### config.mk
export PLATFORM = sky130hd
export DESIGN_NAME = usb_mode_transition_sequencer
export DESIGN_NICKNAME = d
export VERILOG_FILES = /design/src/rtl/core/umts_pkg.sv /design/src/rtl/core/umts_step.sv /design/src/rtl/core/usb_mode_transition_sequencer.sv
export SDC_FILE = /design/constraint.sdc
export NUM_CORES = 1
export LEC_CHECK = 0
export BUFFER_PORTS_ARGS = -buffer_cell sky130_fd_sc_hd__buf_2
export CAP_MARGIN = 15
export CORE_AREA = 2 2 212 214
export CTS_CLUSTER_DIAMETER = 40
export DETAILED_ROUTE_END_ITERATION = 10
export DIE_AREA = 0 0 214 216
export GPL_ROUTABILITY_DRIVEN = 0
export PLACE_DENSITY_LB_ADDON = 0.1
export REMOVE_ABC_BUFFERS = 1
export SLEW_MARGIN = 30
export SYNTH_ARGS = -nofsm -noshare
export SYNTH_HDL_FRONTEND = slang
export SYNTH_SLANG_ARGS = --single-unit
### constraint.sdc
create_clock -name clk -period 10.7 [get_ports clk]
set_clock_uncertainty 0.2 [all_clocks]
set_input_delay 1.605 -clock clk [delete_from_list [all_inputs] [get_ports clk]]
set_output_delay 1.605 -clock clk [all_outputs]
set_load 0.005 [all_outputs]
### src/rtl/core/umts_pkg.sv
// Shared types, codes and helpers for the USB mode transition sequencer.
// Depends on nothing; every other file of the block refers to it by scoped names.
package umts_pkg;

  // Command codes carried by an input item
  localparam logic [1:0] CMD_STEP    = 2'd0;
  localparam logic [1:0] CMD_START   = 2'd1;
  localparam logic [1:0] CMD_RECOVER = 2'd2;

  // Mode codes
  localparam logic [2:0] MODE_NORMAL   = 3'd0;
  localparam logic [2:0] MODE_AUX      = 3'd1;
  localparam logic [2:0] MODE_AUX_REC  = 3'd2;
  localparam logic [2:0] MODE_STATUS   = 3'd3;
  localparam logic [2:0] MODE_USB      = 3'd4;
  localparam logic [2:0] MODE_PROTOCOL = 3'd5;

  // Transfer status codes (the reserved code behaves as pending)
  localparam logic [1:0] XS_COMPLETE = 2'd1;
  localparam logic [1:0] XS_FAILED   = 2'd2;

  // Configuration register indexes
  localparam int unsigned CFG_IDX_W = 3;
  localparam logic [CFG_IDX_W-1:0] CFG_START_DELAY       = 3'd0;
  localparam logic [CFG_IDX_W-1:0] CFG_STANDARD_SETTLE   = 3'd1;
  localparam logic [CFG_IDX_W-1:0] CFG_USB_SETTLE        = 3'd2;
  localparam logic [CFG_IDX_W-1:0] CFG_PROTOCOL_WAIT     = 3'd3;
  localparam logic [CFG_IDX_W-1:0] CFG_PROTOCOL_START_DL = 3'd4;

  // Configuration reset values in milliseconds
  localparam logic [15:0] RST_START_DELAY       = 16'd10;
  localparam logic [15:0] RST_STANDARD_SETTLE   = 16'd100;
  localparam logic [15:0] RST_USB_SETTLE        = 16'd300;
  localparam logic [15:0] RST_PROTOCOL_WAIT     = 16'd1000;
  localparam logic [15:0] RST_PROTOCOL_START_DL = 16'd500;

  // Sequencer phases
  typedef enum logic [3:0] {
    PH_IDLE        = 4'd0,
    PH_WAIT_AUX    = 4'd1,
    PH_WAIT_USB    = 4'd2,
    PH_WAIT_STATUS = 4'd3,
    PH_WAIT_INIT   = 4'd4,
    PH_WAIT_PROTO  = 4'd5,
    PH_WAIT_START  = 4'd6,
    PH_WAIT_XFER   = 4'd7,
    PH_WAIT_SETTLE = 4'd8,
    PH_ACTIVE      = 4'd9
  } phase_t;

  // One input item
  typedef struct packed {
    logic [1:0]  command;
    logic [2:0]  requested_mode;
    logic [31:0] now_ms;
    logic        aux_handshake_done;
    logic        usb_ready;
    logic        wheel_status_seen;
    logic [1:0]  xfer_status;
    logic        protocol_acked;
  } in_item_t;

  // One result item
  typedef struct packed {
    logic act_prepare_usb;
    logic act_enable_timer;
    logic act_disable_timer;
    logic act_start_transfer;
    logic act_request_aux;
    logic act_mark_status;
    logic act_init_direct;
    logic act_request_protocol;
    logic act_activate_updater;
    logic act_service_updater;
    logic act_restore_normal;
    logic is_active;
  } out_item_t;

  // Configuration register file contents
  typedef struct packed {
    logic [15:0] start_wait_ms;
    logic [15:0] standard_settle_ms;
    logic [15:0] usb_settle_ms;
    logic [15:0] protocol_wait_ms;
    logic [15:0] proto_start_wait_ms;
  } cfg_t;

  // Sequencer state carried between the top level and the step logic
  typedef struct packed {
    phase_t      phase;
    logic [2:0]  mode;
    logic        recovery;
    logic [31:0] start_deadline;
    logic [31:0] settle_deadline;
  } seq_state_t;

  // A deadline has passed when now minus deadline is strictly positive as a signed value.
  function automatic logic passed(input logic [31:0] now, input logic [31:0] deadline);
    logic [31:0] diff;
    diff = now - deadline;
    return (diff != 32'd0) && !diff[31];
  endfunction

  // Deadline is the time plus a 16-bit delay, wrapping modulo 2^32.
  function automatic logic [31:0] add_delay(input logic [31:0] now, input logic [15:0] delay);
    logic [31:0] ext;
    ext = {16'd0, delay};
    return now + ext;
  endfunction

endpackage

### src/rtl/core/umts_step.sv
// Combinational step logic: next sequencer state and the action flags for one item.
// Depends on umts_pkg for the item, state and configuration types.
module umts_step (
  input  umts_pkg::in_item_t   item,
  input  umts_pkg::seq_state_t st,
  input  umts_pkg::cfg_t       cfg,
  output umts_pkg::seq_state_t st_nxt,
  output umts_pkg::out_item_t  result
);

  logic [1:0]  xs;
  logic [31:0] now;

  assign xs  = item.xfer_status;
  assign now = item.now_ms;

  // Next state: phase, mode, recovery flag and deadlines.
  always_comb begin
    st_nxt = st;
    unique case (item.command)
      umts_pkg::CMD_STEP: begin
        unique case (st.phase)
          umts_pkg::PH_WAIT_AUX: begin
            if (item.aux_handshake_done) begin
              st_nxt.start_deadline  = umts_pkg::add_delay(now, cfg.start_wait_ms);
              st_nxt.settle_deadline = umts_pkg::add_delay(now, cfg.standard_settle_ms);
              st_nxt.phase           = umts_pkg::PH_WAIT_START;
            end
          end
          umts_pkg::PH_WAIT_USB: begin
            if (item.usb_ready) begin
              st_nxt.start_deadline  = umts_pkg::add_delay(now, cfg.start_wait_ms);
              st_nxt.settle_deadline = umts_pkg::add_delay(now, cfg.usb_settle_ms);
              st_nxt.phase           = umts_pkg::PH_WAIT_START;
            end
          end
          umts_pkg::PH_WAIT_STATUS: begin
            if (item.wheel_status_seen) begin
              st_nxt.start_deadline  = umts_pkg::add_delay(now, cfg.start_wait_ms);
              st_nxt.settle_deadline = umts_pkg::add_delay(now, cfg.standard_settle_ms);
              st_nxt.phase           = umts_pkg::PH_WAIT_START;
            end
          end
          umts_pkg::PH_WAIT_INIT: begin
            if (xs == umts_pkg::XS_COMPLETE) begin
              st_nxt.settle_deadline = umts_pkg::add_delay(now, cfg.standard_settle_ms);
              st_nxt.phase           = umts_pkg::PH_WAIT_SETTLE;
            end else if (xs == umts_pkg::XS_FAILED) begin
              st_nxt.settle_deadline = umts_pkg::add_delay(now, cfg.protocol_wait_ms);
              st_nxt.phase           = umts_pkg::PH_WAIT_PROTO;
            end
          end
          umts_pkg::PH_WAIT_PROTO: begin
            if (item.protocol_acked || umts_pkg::passed(now, st.settle_deadline)) begin
              st_nxt.start_deadline  = umts_pkg::add_delay(now, cfg.proto_start_wait_ms);
              st_nxt.settle_deadline = umts_pkg::add_delay(now, cfg.standard_settle_ms);
              st_nxt.phase           = umts_pkg::PH_WAIT_START;
            end
          end
          umts_pkg::PH_WAIT_START: begin
            if (umts_pkg::passed(now, st.start_deadline)) begin
              st_nxt.phase = umts_pkg::PH_WAIT_XFER;
            end
          end
          umts_pkg::PH_WAIT_XFER: begin
            priority if (xs == umts_pkg::XS_COMPLETE) begin
              st_nxt.phase = umts_pkg::PH_WAIT_SETTLE;
            end else if (xs == umts_pkg::XS_FAILED && st.recovery) begin
              st_nxt.mode     = umts_pkg::MODE_NORMAL;
              st_nxt.phase    = umts_pkg::PH_IDLE;
              st_nxt.recovery = 1'b0;
            end else if (st.mode == umts_pkg::MODE_USB &&
                         umts_pkg::passed(now, st.settle_deadline)) begin
              st_nxt.phase = umts_pkg::PH_WAIT_USB;
            end else begin
              st_nxt.phase = st.phase;
            end
          end
          umts_pkg::PH_WAIT_SETTLE: begin
            if (umts_pkg::passed(now, st.settle_deadline)) begin
              st_nxt.phase = umts_pkg::PH_ACTIVE;
            end
          end
          default: begin
            st_nxt = st;
          end
        endcase
      end
      umts_pkg::CMD_START: begin
        if (st.phase == umts_pkg::PH_IDLE) begin
          st_nxt.mode     = item.requested_mode;
          st_nxt.recovery = 1'b0;
          unique case (item.requested_mode)
            umts_pkg::MODE_AUX, umts_pkg::MODE_AUX_REC: st_nxt.phase = umts_pkg::PH_WAIT_AUX;
            umts_pkg::MODE_STATUS:   st_nxt.phase = umts_pkg::PH_WAIT_STATUS;
            umts_pkg::MODE_USB:      st_nxt.phase = umts_pkg::PH_WAIT_USB;
            umts_pkg::MODE_PROTOCOL: st_nxt.phase = umts_pkg::PH_WAIT_INIT;
            default:                 st_nxt.mode  = umts_pkg::MODE_NORMAL;
          endcase
        end
      end
      umts_pkg::CMD_RECOVER: begin
        if (st.phase == umts_pkg::PH_IDLE) begin
          st_nxt.mode            = umts_pkg::MODE_AUX_REC;
          st_nxt.recovery        = 1'b1;
          st_nxt.start_deadline  = umts_pkg::add_delay(now, cfg.start_wait_ms);
          st_nxt.settle_deadline = umts_pkg::add_delay(now, cfg.standard_settle_ms);
          st_nxt.phase           = umts_pkg::PH_WAIT_START;
        end
      end
      default: begin
        st_nxt = st;
      end
    endcase
  end

  // Action flags. Arming a start uses the mode in force after this item.
  always_comb begin
    result           = '0;
    result.is_active = (st_nxt.phase == umts_pkg::PH_ACTIVE);
    unique case (item.command)
      umts_pkg::CMD_STEP: begin
        unique case (st.phase)
          umts_pkg::PH_ACTIVE: result.act_service_updater = 1'b1;
          umts_pkg::PH_WAIT_AUX, umts_pkg::PH_WAIT_USB, umts_pkg::PH_WAIT_STATUS,
          umts_pkg::PH_WAIT_PROTO: begin
            // Any of these phases that moves on arms the start deadline
            if (st_nxt.phase == umts_pkg::PH_WAIT_START) begin
              result.act_prepare_usb  = 1'b1;
              result.act_enable_timer = (st_nxt.mode != umts_pkg::MODE_STATUS);
              result.act_init_direct  = (st.phase == umts_pkg::PH_WAIT_STATUS);
            end
          end
          umts_pkg::PH_WAIT_INIT: begin
            if (xs == umts_pkg::XS_COMPLETE) begin
              result.act_prepare_usb = 1'b1;
            end else if (xs == umts_pkg::XS_FAILED) begin
              result.act_disable_timer    = 1'b1;
              result.act_request_protocol = 1'b1;
            end
          end
          umts_pkg::PH_WAIT_START: begin
            if (st_nxt.phase == umts_pkg::PH_WAIT_XFER) begin
              result.act_start_transfer = 1'b1;
              result.act_enable_timer   = (st.mode == umts_pkg::MODE_STATUS);
            end
          end
          umts_pkg::PH_WAIT_XFER: begin
            if (st_nxt.phase == umts_pkg::PH_IDLE) begin
              result.act_disable_timer  = 1'b1;
              result.act_restore_normal = 1'b1;
            end
          end
          umts_pkg::PH_WAIT_SETTLE: begin
            result.act_activate_updater = (st_nxt.phase == umts_pkg::PH_ACTIVE);
          end
          default: begin
            result.act_service_updater = 1'b0;
          end
        endcase
      end
      umts_pkg::CMD_START: begin
        if (st.phase == umts_pkg::PH_IDLE) begin
          unique case (item.requested_mode)
            umts_pkg::MODE_AUX, umts_pkg::MODE_AUX_REC: result.act_request_aux = 1'b1;
            umts_pkg::MODE_STATUS: result.act_mark_status = 1'b1;
            umts_pkg::MODE_PROTOCOL: begin
              result.act_enable_timer   = 1'b1;
              result.act_start_transfer = 1'b1;
            end
            default: result.act_request_aux = 1'b0;
          endcase
        end
      end
      umts_pkg::CMD_RECOVER: begin
        if (st.phase == umts_pkg::PH_IDLE) begin
          result.act_prepare_usb  = 1'b1;
          result.act_enable_timer = 1'b1;
        end
      end
      default: begin
        result.act_prepare_usb = 1'b0;
      end
    endcase
  end

endmodule

### src/rtl/core/usb_mode_transition_sequencer.sv
// Top level of the USB mode transition sequencer: input register, state, result register.
// Depends on umts_pkg and instantiates umts_step.
//
//   channel  direction  handshake              payload
//   in_      input      in_valid / in_stall    in_item  (umts_pkg::in_item_t)
//   out_     output     out_valid / out_stall  out_item (umts_pkg::out_item_t)
//   cfg_     input      cfg_valid / cfg_ready  cfg_index, cfg_data
//
// Each item is registered in the input register and is then resolved into the result register;
// one item is taken per cycle while the result side does not stall. The rate is set by the
// single state update per cycle (phase decode, a 32-bit add and a wraparound compare).
// Reset is synchronous and active low; it restores the register defaults and the idle phase.
// A stall on the result side holds the result register, then the input register, then in_stall.
module usb_mode_transition_sequencer (
  input  logic                              clk,
  input  logic                              rst_n,
  input  logic                              in_valid,
  output logic                              in_stall,
  input  umts_pkg::in_item_t                in_item,
  output logic                              out_valid,
  input  logic                              out_stall,
  output umts_pkg::out_item_t               out_item,
  input  logic                              cfg_valid,
  output logic                              cfg_ready,
  input  logic [umts_pkg::CFG_IDX_W-1:0]    cfg_index,
  input  logic [15:0]                       cfg_data
);

  umts_pkg::in_item_t   s1_r;
  logic                 s1_v_r;
  umts_pkg::seq_state_t st_r, st_nxt;
  umts_pkg::cfg_t       cfg_r;
  umts_pkg::out_item_t  out_r, result;
  logic                 out_v_r;
  logic                 adv;
  logic                 in_acc;

  // Handshake control
  assign adv       = s1_v_r && (!out_v_r || !out_stall);
  assign in_stall  = s1_v_r && !adv;
  assign in_acc    = in_valid && !in_stall;
  assign cfg_ready = 1'b1;
  assign out_valid = out_v_r;
  assign out_item  = out_r;

  umts_step u_step (
    .item   (s1_r),
    .st     (st_r),
    .cfg    (cfg_r),
    .st_nxt (st_nxt),
    .result (result)
  );

  // Configuration registers
  always_ff @(posedge clk) begin
    if (!rst_n) begin
      cfg_r.start_wait_ms       <= umts_pkg::RST_START_DELAY;
      cfg_r.standard_settle_ms  <= umts_pkg::RST_STANDARD_SETTLE;
      cfg_r.usb_settle_ms       <= umts_pkg::RST_USB_SETTLE;
      cfg_r.protocol_wait_ms    <= umts_pkg::RST_PROTOCOL_WAIT;
      cfg_r.proto_start_wait_ms <= umts_pkg::RST_PROTOCOL_START_DL;
    end else if (cfg_valid && cfg_ready) begin
      unique case (cfg_index)
        umts_pkg::CFG_START_DELAY:       cfg_r.start_wait_ms       <= cfg_data;
        umts_pkg::CFG_STANDARD_SETTLE:   cfg_r.standard_settle_ms  <= cfg_data;
        umts_pkg::CFG_USB_SETTLE:        cfg_r.usb_settle_ms       <= cfg_data;
        umts_pkg::CFG_PROTOCOL_WAIT:     cfg_r.protocol_wait_ms    <= cfg_data;
        umts_pkg::CFG_PROTOCOL_START_DL: cfg_r.proto_start_wait_ms <= cfg_data;
        default:                         cfg_r <= cfg_r;
      endcase
    end
  end

  // Input register valid
  always_ff @(posedge clk) begin
    if (!rst_n) begin
      s1_v_r <= 1'b0;
    end else if (in_acc) begin
      s1_v_r <= 1'b1;
    end else if (adv) begin
      s1_v_r <= 1'b0;
    end
  end

  // Input register payload
  always_ff @(posedge clk) begin
    if (in_acc) begin
      s1_r <= in_item;
    end
  end

  // Sequencer state advances once per resolved item
  always_ff @(posedge clk) begin
    if (!rst_n) begin
      st_r.phase           <= umts_pkg::PH_IDLE;
      st_r.mode            <= umts_pkg::MODE_NORMAL;
      st_r.recovery        <= 1'b0;
      st_r.start_deadline  <= 32'd0;
      st_r.settle_deadline <= 32'd0;
    end else if (adv) begin
      st_r <= st_nxt;
    end
  end

  // Result register valid
  always_ff @(posedge clk) begin
    if (!rst_n) begin
      out_v_r <= 1'b0;
    end else if (adv) begin
      out_v_r <= 1'b1;
    end else if (!out_stall) begin
      out_v_r <= 1'b0;
    end
  end

  // Result register payload
  always_ff @(posedge clk) begin
    if (adv) begin
      out_r <= result;
    end
  end

endmodule

== Word-level counts from Yosys, hierarchy flattened ==
Index checks and enable logic that the tools add are counted.
Storage, ports and cells
  register bits: 209
  input port bits: 67
  output and inout port bits: 15
  logic and storage cells: 174
Cells by class
  add/sub/neg operators: 7
  equality and inequality tests: 41
  muxes and demuxes: 54
  reduce and logical (&&, ||, !) cells: 40
Operator list (count)
  64-bit two-way mux: 4
  32-bit by 16-bit adder with 32-bit output: 5
  32-bit one-hot mux with 5 select lines: 1
  32-bit one-hot mux with 4 select lines: 1
  64-bit one-hot mux with 2 select lines: 1
  72-bit two-way mux: 1
  32-bit two-way mux: 2
  32-bit nonzero test: 2
  32-bit subtractor: 2
  4-bit two-way mux: 14
  4-bit one-hot mux with 8 select lines: 1
  4-bit by 3-bit == test with 1-bit output, second input constant: 6
  8-bit one-hot mux with 3 select lines: 1
  2-bit AND reduction: 9
  1-bit two-way mux: 16
  4-bit one-hot mux with 4 select lines: 1
  3-bit by 2-bit == test with 1-bit output, second input constant: 5
  3-bit == test, second input constant: 4
  4-bit == test, second input constant: 3
  1-bit one-hot mux with 2 select lines: 5
  3-bit != test, second input constant: 3
  9-bit AND reduction: 1
  4-bit by 2-bit == test with 1-bit output, second input constant: 2
  4-bit zero test: 2
  other kinds (27): 50

== Logic depth before layout (Yosys ltp) ==
Gate-level depths: netlist (run 1).
  word-level depth: 13
  mapped depth: 18

== Cells and area by module ==
A second synthesis (run 1) with hierarchy kept.
Unflattened totals
  cells, all modules: 2621
  area total of the unflattened synthesis: 20285.7 µm²
By module, submodules not included
  umts_step: times used 1, cells each 1950, area an instance 12689.7 µm², sequential area each 0.0 µm²
  usb_mode_transition_sequencer: times used 1, cells each 671, area an instance 7596.0 µm², sequential area each 4734.5 µm²

== Worst setup path before layout (run 1) ==
OpenSTA, ideal clock, no wires.
  kind: register to register
  start: register s1_r[7] (netlist bit)
  end: register st_r[49] (netlist bit)
  setup time: 0.115 ns
  data arrival time: 4.595 ns
  required time: 10.385 ns
  path slack: 5.789 ns
  cell stages (with the launch flop): 18
  path buffers: 2
  clock period less this slack: 4.911 ns
  cells stage by stage: edfxtp_1 > inv_1 > fa_1 > nand2b_1 > a2111oi_1 > o311ai_2 > nand2_1 > a31o_1 > o2111ai_1 > or4_1 > or4_4 > a31o_1 > nor4_2 > or2_1 > buf_4 > buf_6 > o221ai_2 > and3_1
Between the ends
  word-level cells in the longest chain between the ends: 6
  elaborated cells on any way between the ends: 16
  classes of those cells: add/sub: 3; eq/ne: 1; mux: 7; reduce/logical: 5
RTL lines
  from (decl): line usb_mode_transition_sequencer.sv:29  | umts_pkg::in_item_t s1_r;
  from (signal assigned): line usb_mode_transition_sequencer.sv:88  | s1_r <= in_item;
  32-bit subtractor: line umts_pkg.sv:100  | diff = now - deadline;
  32-bit nonzero test or 1-bit zero test (tied branches): line umts_pkg.sv:101  | return (diff != 32'd0) && !diff[31];
  1-bit logical AND: line umts_pkg.sv:101
  1-bit logical OR: line umts_step.sv:54  | if (item.protocol_acked || umts_pkg::passed(now, st.settle_deadline)) begin
  3-bit by 2-bit != test with 1-bit output (no line)
  8-bit AND reduction (no line)
  to (signal assigned): line usb_mode_transition_sequencer.sv:101  | st_r <= st_nxt;
  to (decl): line usb_mode_transition_sequencer.sv:31  | umts_pkg::seq_state_t st_r, st_nxt;
Parallel ways exist; a longest one is shown, timed or not. The select of a mux whose other input is x is not followed.
A chain may end at the register's enable or synchronous reset.

== Worst setup path in the final report (run 1) ==
  start: register s1_r[7] (netlist bit)
  end: register st_r[44] (netlist bit)
Same word-level chain as after synthesis.

==> flow_summary.toml, run 1 <==
[global_routing]
grt_max_degree = 77
grt_overflow = 0
grt_pass1_wl_um = 95400
grt_usage_pct = 26.1
antenna_found_initial = 0
grt_pass1_vias = 16700

[cts]
holdBufCountCts = 0
cts_resized = 0
numCtsBuffers = 44
cts_setup_buffers = 0
cts-root-buf = "clkbuf_16"
clk_latency_ns = 0.58
cts_tree = "done"
clock-sinks = 209
clk_pin_slew_worst_paths_ns = 0.05
clk_path_buf_depth = 3
htreeDepth = 2

[yosys]
synth_area_um2 = 17300
synth_edf_count = 55
synth_cell_types = 92
yosysWarnings = 0
yosys_register_bits = 209
avgSynthCellArea_um2 = 7.65
async_flop_share_pct = 0
synth_ff_type = "dfxtp_1"
netlist_instances = 2269
yosys.area.top_type = "dfxtp_1"
yosys-top-cells-area = "dfxtp_1 18%, ha_1 10%, edfxtp_1 9.5%, a21oi_1 6.7%, nand2_1 6.5%"
yosysSeqAreaShare_pct = 27.3
netlist.area_leader.share_pct = 17.8

[layout]
regArea_um2 = 4730
instances_no_fill = 2922
diodes = 0
mostFrequentLayoutCell = "nand2_1"
fin_nets = 2512
area_delta_synth_final_pct = 13.8
drive_gt1_share_pct = 9.96
multiInputGateArea_um2 = 11800
mostFrequentLayoutCells = "301 x nand2_1, 232 x a21oi_1, 173 x nor2_1"
nFillCells = 4427

[route]
initialDrtViolationCount = 1590
route.detailed.drc = 0
vias = 17400
wl_per_cell_um = 21.1
via_per_inst = 5.94
routed_wl_um = 61800
firstDrtPassIters = 7
ant_nets = 0

[timing]
slew_violations = 0
period_share_pct = 57.9
worstMarginPinSlew_ns = 0.980
maxSlewHeadroom_pct = 33.0
rsz0062_at_grt = "no"
hold_viol_final = 0
holdWs_ns = 0.257
setup_viol = 0
final.min_clock_period_ns = 6.20
setup_tns_ns = 0
max_freq_mhz = 161

[status]
status = "completed"

[floorplanning]
start_util_pct = 39.6
die_area_um2 = 46200
ios = 82
dieHeight_um = 216
die_w_um = 214
rows = 77
core-area_um2 = 43800

[pwr]
power.total_mw = 2.89
max-vdd-ir-drop_uv = 104
leakagePower_nw = 7.86
p_per_area_nw_per_um2 = 147

[worst_setup_path]
worstSetupPathType = "flop to flop"
required_ns = 10.97
cp-end-kind = "flop"
cp_data_arrival_time_ns = 6.46
crit_path_max_fanout = 37
critPathLaunchType = "flop"

[placement]
place_inst = 2840
place_hpwl_um = 45700
port_buffers = 80

[worst_hold_path]
hold_class = "flop to flop"

[flow_run]
max_cap_viol_count = 0
==> worst paths after layout <==
path / startpoint / to / slack (ns) / cells after the start
worst max register to register: s1_r[7] / st_r[44] / 4.50 / 16
worst min-delay path: cfg_r[76] / cfg_r[76] / 0.26 / 2
worst min register to register: cfg_r[76] / cfg_r[76] / 0.26 / 2
worst max-delay path: s1_r[7] / st_r[44] / 4.50 / 16
==> flip-flops by register name (all words and copies together) (netlist names) <==
name / cells
out_valid: 1
out_item: 12
s1_v_r: 1
s1_r: 43
cfg_r: 80
st_r: 72
==> layout make-up <==
type                            instances  area share [%]
Clock buffer                           48            5.65
Clock inverter                         34            1.97
Inverter                              107            2.04
Timing Repair Buffer                  105            2.98
Tap cell                              592            3.75
Sequential cell                       209            24.0
Multi-Input combinational cell       1827            59.6
==> where the power goes <==
group,switching (mW),internal (mW)
combinational,0.386,0.230
clock,0.517,0.874
sequential,0.0388,0.845
==> logic make-up after synthesis <==
| kind of cell | share of synthesized area (%) |
|---|---|
| adders and majority gates | 11.2 |
| AOI/OAI and AO/OA | 28.4 |
| and+or+nand+nor | 21.2 |
| muxes | 0.527 |
| xor gates and xnor gates | 6.21 |
| other | 0.0216 |
| buffers and inverters | 5.19 |
| DFF | 27.3 |
==> cells in the mapped netlist, types with 5 or more instances <==
cell type and count:
nand2_1 301, a21oi_1 233, nor2_1 175, dfxtp_1 154
o21ai_0 145, ha_1 144, clkbuf_1 116, inv_1 106
xnor2_1 73, nand3_1 63, edfxtp_1 55, a21o_1 51
xor2_1 50, nor3_1 42, a31oi_1 38, nand2b_1 38
a211oi_1 36, and3_1 33, nand4_1 27, a22oi_1 25
o21a_1 23, o31ai_1 23, nor2b_1 20, o221ai_1 17
nor4_1 15, o22ai_1 15, or2_2 15, o21bai_1 13
a2111oi_0 12, or3_1 12, and2_1 11, o2111ai_1 9
o211a_1 9, o211ai_1 9, a211o_1 8, mux2i_1 8
a221oi_1 7, fa_1 7, a21boi_0 6, a41o_1 6
a31o_2 5, and4_1 5, nand3b_1 5, o311ai_0 5
==> critical path, stage by stage, from the launching register on <==
cell,delay [ns]
edfxtp_1,0.73
inv_1,0.31
fa_1,0.54
nand2b_1,0.20
a2111oi_1,0.60
o311ai_2,0.23
nand2_1,0.11
a31o_1,0.15
o2111ai_1,0.10
or4_1,0.51
or4_4,0.59
a31o_1,0.27
nor4_2,0.51
or2_1,0.17
buf_4,0.39
o221ai_1,0.21
and3_1,0.22
==> stage by stage <==
step                      area, um^2  util [%]  setup WS [ns]
after floorplan                16800         -           3.21
after global placement         18200      41.6           4.70
after detailed placement       18200      41.6           4.52
after CTS                      19700      45.0           4.49
after global routing           19700      45.0           4.15
final                          19700      45.0           4.50
==> layer usage <==
metal / GRT usage [%] / vias up / part of all wire (%)
met5: 0 / - / 0
met1: 34.2 / 8210 / 45
met2: 43.9 / 629 / 46
met4: 9.53 / 0 / 3.3
met3: 3.26 / 142 / 5.7
li1: - / 8388 / -
(Power assumes the default switching activity.)
==> inputs of run 2 (changes only) <==
ABC_AREA = 1   (was default)
CORE_AREA = 2 2 219 221   (was 2 2 212 214)
DIE_AREA = 0 0 221 223   (was 0 0 214 216)
clock period = 5.5 ns   (was 10.7 ns; I/O delays follow)
==> run 2 against run 1 <==
Synthesized area grew 7.0%. Design area is 7.4% higher. Total power is 100% higher. Synthesized cell count grew 30%. Final cell count is 26% higher. Largest power group unchanged.
==> flow_summary.toml, run 2 <==
[worst_setup_path]
required_ns = 5.73
critPathMaxStageDelay_ns = 0.73
crit_path_top_delay_cell = "inv_2"
crit_path_frequent_cell = "nand2_1"
rr_worst_depth = 23
critPathLaunchType = "flop"
crit_path_max_fanout = 50
worstSetupPathType = "flop to flop"
cp-end-kind = "flop"
cp_cell_sequence = "inv_1 > ha_1 > fa_1 > inv_1 > nand3_1 > nand3_1 > nand3_1 > nand3_1 > nand2_1 > nand2_1 > nand2_1 > nand2_1 > nor2_1 > nand2_1 > nor2_1 > nand3_2 > nand2_2 > nand4_2 > nand3_2 > inv_2 > o21ai_0 > a21oi_1 > nor2_1"
cp_data_arrival_time_ns = 4.95

[timing]
period_share_pct = 85.7
setup_ws_ns = 0.786
slew_violations = 0
maxSlewHeadroom_pct = 37.9
final.min_clock_period_ns = 4.71
worstMarginPinSlew_ns = 0.931
setup_viol = 0
setup_tns_ns = 0
hold_viol_final = 0
max_freq_mhz = 212
rsz0062_at_grt = "no"

[layout]
largest_reg_flops = 80
area_delta_synth_final_pct = 14.2
top_register = "cfg_r"
instances_no_fill = 3682
drive_gt1_share_pct = 7.89
nFillCells = 5012
top_regs = "cfg_r (80), st_r (72), s1_r (43)"
diodes = 0
fin_nets = 3249
mostFrequentLayoutCell = "nand2_1"
mostFrequentLayoutCells = "691 x nand2_1, 397 x inv_1, 331 x nor2_1"

[yosys]
avgSynthCellArea_um2 = 6.30
synth_edf_count = 55
yosys.area.top_type = "dfxtp_1"
yosys-top-cells-area = "dfxtp_1 17%, nand2_1 14%, ha_1 9.7%, edfxtp_1 8.9%, inv_1 8.0%"
yosysSeqAreaShare_pct = 25.5
synth_commonest_cells = "691 x nand2_1, 398 x inv_1, 333 x nor2_1"
synth_area_um2 = 18600
yosysWarnings = 0
yosysMostFrequentCell = "nand2_1"
yosys_register_bits = 209
synth_cell_types = 62
netlist.area_leader.share_pct = 16.6
netlist_instances = 2945
synth_ff_type = "dfxtp_1"
async_flop_share_pct = 0

[pwr]
p_per_area_nw_per_um2 = 276
max-vdd-ir-drop_uv = 287
leakagePower_nw = 10.1

[floorplanning]
die_area_um2 = 49300
start_util_pct = 39.4
dieHeight_um = 223
rows = 80
ios = 82
core-area_um2 = 47100
die_w_um = 221

[global_routing]
grt_pass1_wl_um = 110000
grt_usage_pct = 28.1
antenna_found_initial = 0
grt_overflow = 0
grt_max_degree = 80
grt_pass1_vias = 19500

[cts]
clk_pin_slew_worst_paths_ns = 0.06
numCtsBuffers = 44
cts_setup_buffers = 0
clock-sinks = 209
cts_resized = 0
cts-root-buf = "clkbuf_16"
clk_path_buf_depth = 3
clk_latency_ns = 0.59
holdBufCountCts = 0
cts_tree = "done"
htreeDepth = 2

[flow_run]
max_cap_viol_count = 0

[route]
firstDrtPassIters = 6
wl_per_cell_um = 19.1
ant_nets = 0
vias = 20400
via_per_inst = 5.55
initialDrtViolationCount = 1623
routed_wl_um = 70400
route.detailed.drc = 0

[status]
status = "completed"

[worst_hold_path]
hold_class = "primary input to flop"
whs_path_depth = 1

[placement]
port_buffers = 80
placement.setup.worst_slack_ns = 0.879
place_inst = 3600
place_hpwl_um = 54700
==> run 2: cell count changes after synthesis, sizes merged, moves of 46 or more <==
cell,previous run,this run
nand2,301,698
inv,106,405
nor2,175,341
o21ai,148,291
nand3,63,171
clkbuf,116,51
xnor2,73,19
a21oi,233,279
==> run 2: power breakdown <==
group | internal (mW) | switching [mW]
clock network | 1.69 | 1.01
registers | 1.66 | 0.0934
logic | 0.463 | 0.949
total | 3.81 | 2.05
==> run 2: final cells by class <==
class | count | area (um^2) | area share [%]
inverter | 409 | 1540 | 7.24
timing repair buffer | 109 | 621 | 2.93
clock inverter | 30 | 344 | 1.62
tap | 615 | 769 | 3.63
multi-input combinational | 2258 | 12000 | 56.7
clock buffer | 52 | 1180 | 5.58
sequential | 209 | 4730 | 22.3
==> run 2: logic make-up (layout without fill, tap and decap cells) <==
logic type | Yosys count | in the layout | share of synthesized area (%)
AND/OR/NAND/NOR | 1335 | 1335 | 30.1
adder cells (fa/ha/maj) | 151 | 151 | 10.5
XOR/XNOR | 78 | 78 | 3.68
AO/OA/AOI/OAI | 693 | 693 | 20.3
flip-flops | 209 | 209 | 25.5
other | 1 | 1 | 0.0202
buffers and inverters | 478 | 600 | 9.91
==> run 2: worst max-delay path: cells and delay by family, from the launching register on <==
family / cells / cell delay, ns
fa+ha+maj: 2 / 0.67
buf+inv: 3 / 1.06
compound gates: 2 / 0.35
flops: 1 / 0.53
simple gates: 16 / 1.74
==> run 2: path summary, 6_finish.rpt <==
check	start	to	slack [ns]
hold / removal	in_item[19]	s1_r[19]	0.21
setup reg to reg	s1_r[6]	st_r[20]	0.79
hold reg to reg	st_r[35]	st_r[35]	0.26
setup / recovery	s1_r[6]	st_r[20]	0.79
==> run 2: metal layers <==
metal | vias up | track usage, % | share of wire, %
met5 | - | 0 | 0
met4 | 0 | 9.72 | 3.3
met3 | 137 | 4.81 | 8.5
met2 | 850 | 44.0 | 43
met1 | 9429 | 39.1 | 45
li1 | 10000 | - | -
==> run 2: stage by stage <==
step | hold slack, ns | total power [mW] | area (um^2) | utilization [%]
floorplan | 0.233 | 2.69 | 18300 | -
finish | 0.213 | 5.86 | 21200 | 45.0
CTS | 0.188 | 5.88 | 21200 | 45.0
global placement | 0.249 | 3.15 | 19700 | 41.7
global route | 0.202 | 6.16 | 21200 | 45.0
detailed placement | 0.252 | 3.16 | 19700 | 41.7
==> inputs of run 3 (changes only) <==
clock period = 6.1 ns   (was 5.5 ns; I/O delays follow)
==> run 3 against run 2 <==
Routed wire length grew 0.62%. Highest routed layer unchanged. Maximum frequency is 0.80% higher. Hold slack better by 0.046 ns. Combinational power shrank 9%. Utilization about the same. Final cell count about the same. Largest cell class unchanged. Clock power shrank 7.8%. Flip-flop and latch count stayed put. Register-to-register slack better by 0.64 ns. Critical path type unchanged. Global-route usage down 0.20 points. Via count is 0.90% lower. Sequential power shrank 9.7%.
==> flow_summary.toml, run 3 (same netlist as run 2, synthesis figures left out) <==
[status]
status = "completed"

[cts]
cts_resized = 0
cts-root-buf = "clkbuf_16"
cts_setup_buffers = 0
clk_latency_ns = 0.58
holdBufCountCts = 0
clock-sinks = 209
clk_pin_slew_worst_paths_ns = 0.06
cts_tree = "done"
clk_path_buf_depth = 3
htreeDepth = 2
numCtsBuffers = 44

[timing]
setup_ws_ns = 1.42
final.min_clock_period_ns = 4.68
max_freq_mhz = 214
rsz0062_at_grt = "no"
slew_violations = 0
hold_viol_final = 0
period_share_pct = 76.7
setup_tns_ns = 0
setup_viol = 0
maxSlewHeadroom_pct = 35.6
worstMarginPinSlew_ns = 0.958

[global_routing]
grt_pass1_wl_um = 108000
grt_overflow = 0
grt_pass1_vias = 19000
antenna_found_initial = 0
grt_max_degree = 78
grt_usage_pct = 27.9

[worst_setup_path]
crit_path_max_fanout = 50
worstSetupPathType = "flop to flop"
cp_data_arrival_time_ns = 4.92
required_ns = 6.35
cp-end-kind = "flop"
critPathLaunchType = "flop"

[layout]
top_regs = "cfg_r (80), st_r (72), s1_r (43)"
final_util_pct = 45.0
area_delta_synth_final_pct = 14.2
fin_nets = 3248
largest_reg_flops = 80
mostFrequentLayoutCell = "nand2_1"
nFillCells = 4952
drive_gt1_share_pct = 7.80
top_register = "cfg_r"
mostFrequentLayoutCells = "691 x nand2_1, 397 x inv_1, 332 x nor2_1"
diodes = 0

[placement]
port_buffers = 80
place_hpwl_um = 54900
placement.setup.worst_slack_ns = 1.48

[pwr]
p_per_area_nw_per_um2 = 252
max-vdd-ir-drop_uv = 301
leakagePower_nw = 10.1
power.total_mw = 5.35

[route]
route.detailed.drc = 0
wl_per_cell_um = 19.2
vias = 20200
initialDrtViolationCount = 1905
ant_nets = 0
routed_wl_um = 70800
via_per_inst = 5.50
firstDrtPassIters = 7

[floorplanning]
dieHeight_um = 223
die_area_um2 = 49300
core-area_um2 = 47100
ios = 82
die_w_um = 221
start_util_pct = 39.4
rows = 80

[worst_hold_path]
hold_class = "flop to flop"

[flow_run]
max_cap_viol_count = 0
-- run 3: through the flow --
step	cell area (um^2)	cells	hold slack, ns
after global routing	21200	3681	0.281
after CTS	21200	3681	0.260
after floorplan	18300	2876	0.233
after detailed placement	19700	3599	0.253
after global placement	19700	3599	0.247
final	21200	3681	0.258
-- run 3: power by group --
group	internal, mW	switching, mW	leakage, nW	total, mW
sequential	1.50	0.0818	1.79	1.58
combinational	0.416	0.861	7.61	1.28
clock	1.60	0.894	0.745	2.49
total	3.51	1.84	10.1	5.35
-- run 3: cell type report --
type	instances	area (um^2)	share of cell area [%]
Multi-Input combinational cell	2258	12000	56.7
Timing Repair Buffer	108	613	2.89
Clock buffer	51	1190	5.61
Inverter	409	1540	7.24
Tap cell	615	769	3.63
Sequential cell	209	4730	22.3
Clock inverter	31	349	1.65
-- run 3: path summary, 6_finish.rpt --
| path | startpoint | end | slack (ns) | cells past startpoint |
|---|---|---|---|---|
| hold reg to reg | st_r[39] | st_r[39] | 0.26 | 2 |
| setup reg to reg | s1_r[6] | st_r[24] | 1.42 | 23 |
| setup / recovery | s1_r[6] | st_r[24] | 1.42 | 23 |
| hold / removal | st_r[39] | st_r[39] | 0.26 | 2 |
-- run 3: worst max-delay path, stage by stage, from the launching register on --
cell and delay (ns):
edfxtp_1 0.48, inv_1 0.18, ha_1 0.26, fa_1 0.39
inv_1 0.14, nand3_1 0.10, nand3_1 0.19, nand2_1 0.08
nand3_1 0.18, nand2_1 0.11, nand3_1 0.08, nand2_1 0.05
nand2_1 0.08, nor2_1 0.05, nand2_1 0.06, nor2_1 0.06
nand3_2 0.15, nand2_2 0.10, nand4_2 0.10, nand3_2 0.35
inv_2 0.71, o21ai_0 0.21, a21oi_1 0.16, nor2_1 0.05
-- run 3: metal layers --
layer	share of wire [%]	global-route usage, %
met1	46	38.6
met2	43	44.3
met3	7.7	4.41
met4	3.3	9.44
met5	0	0
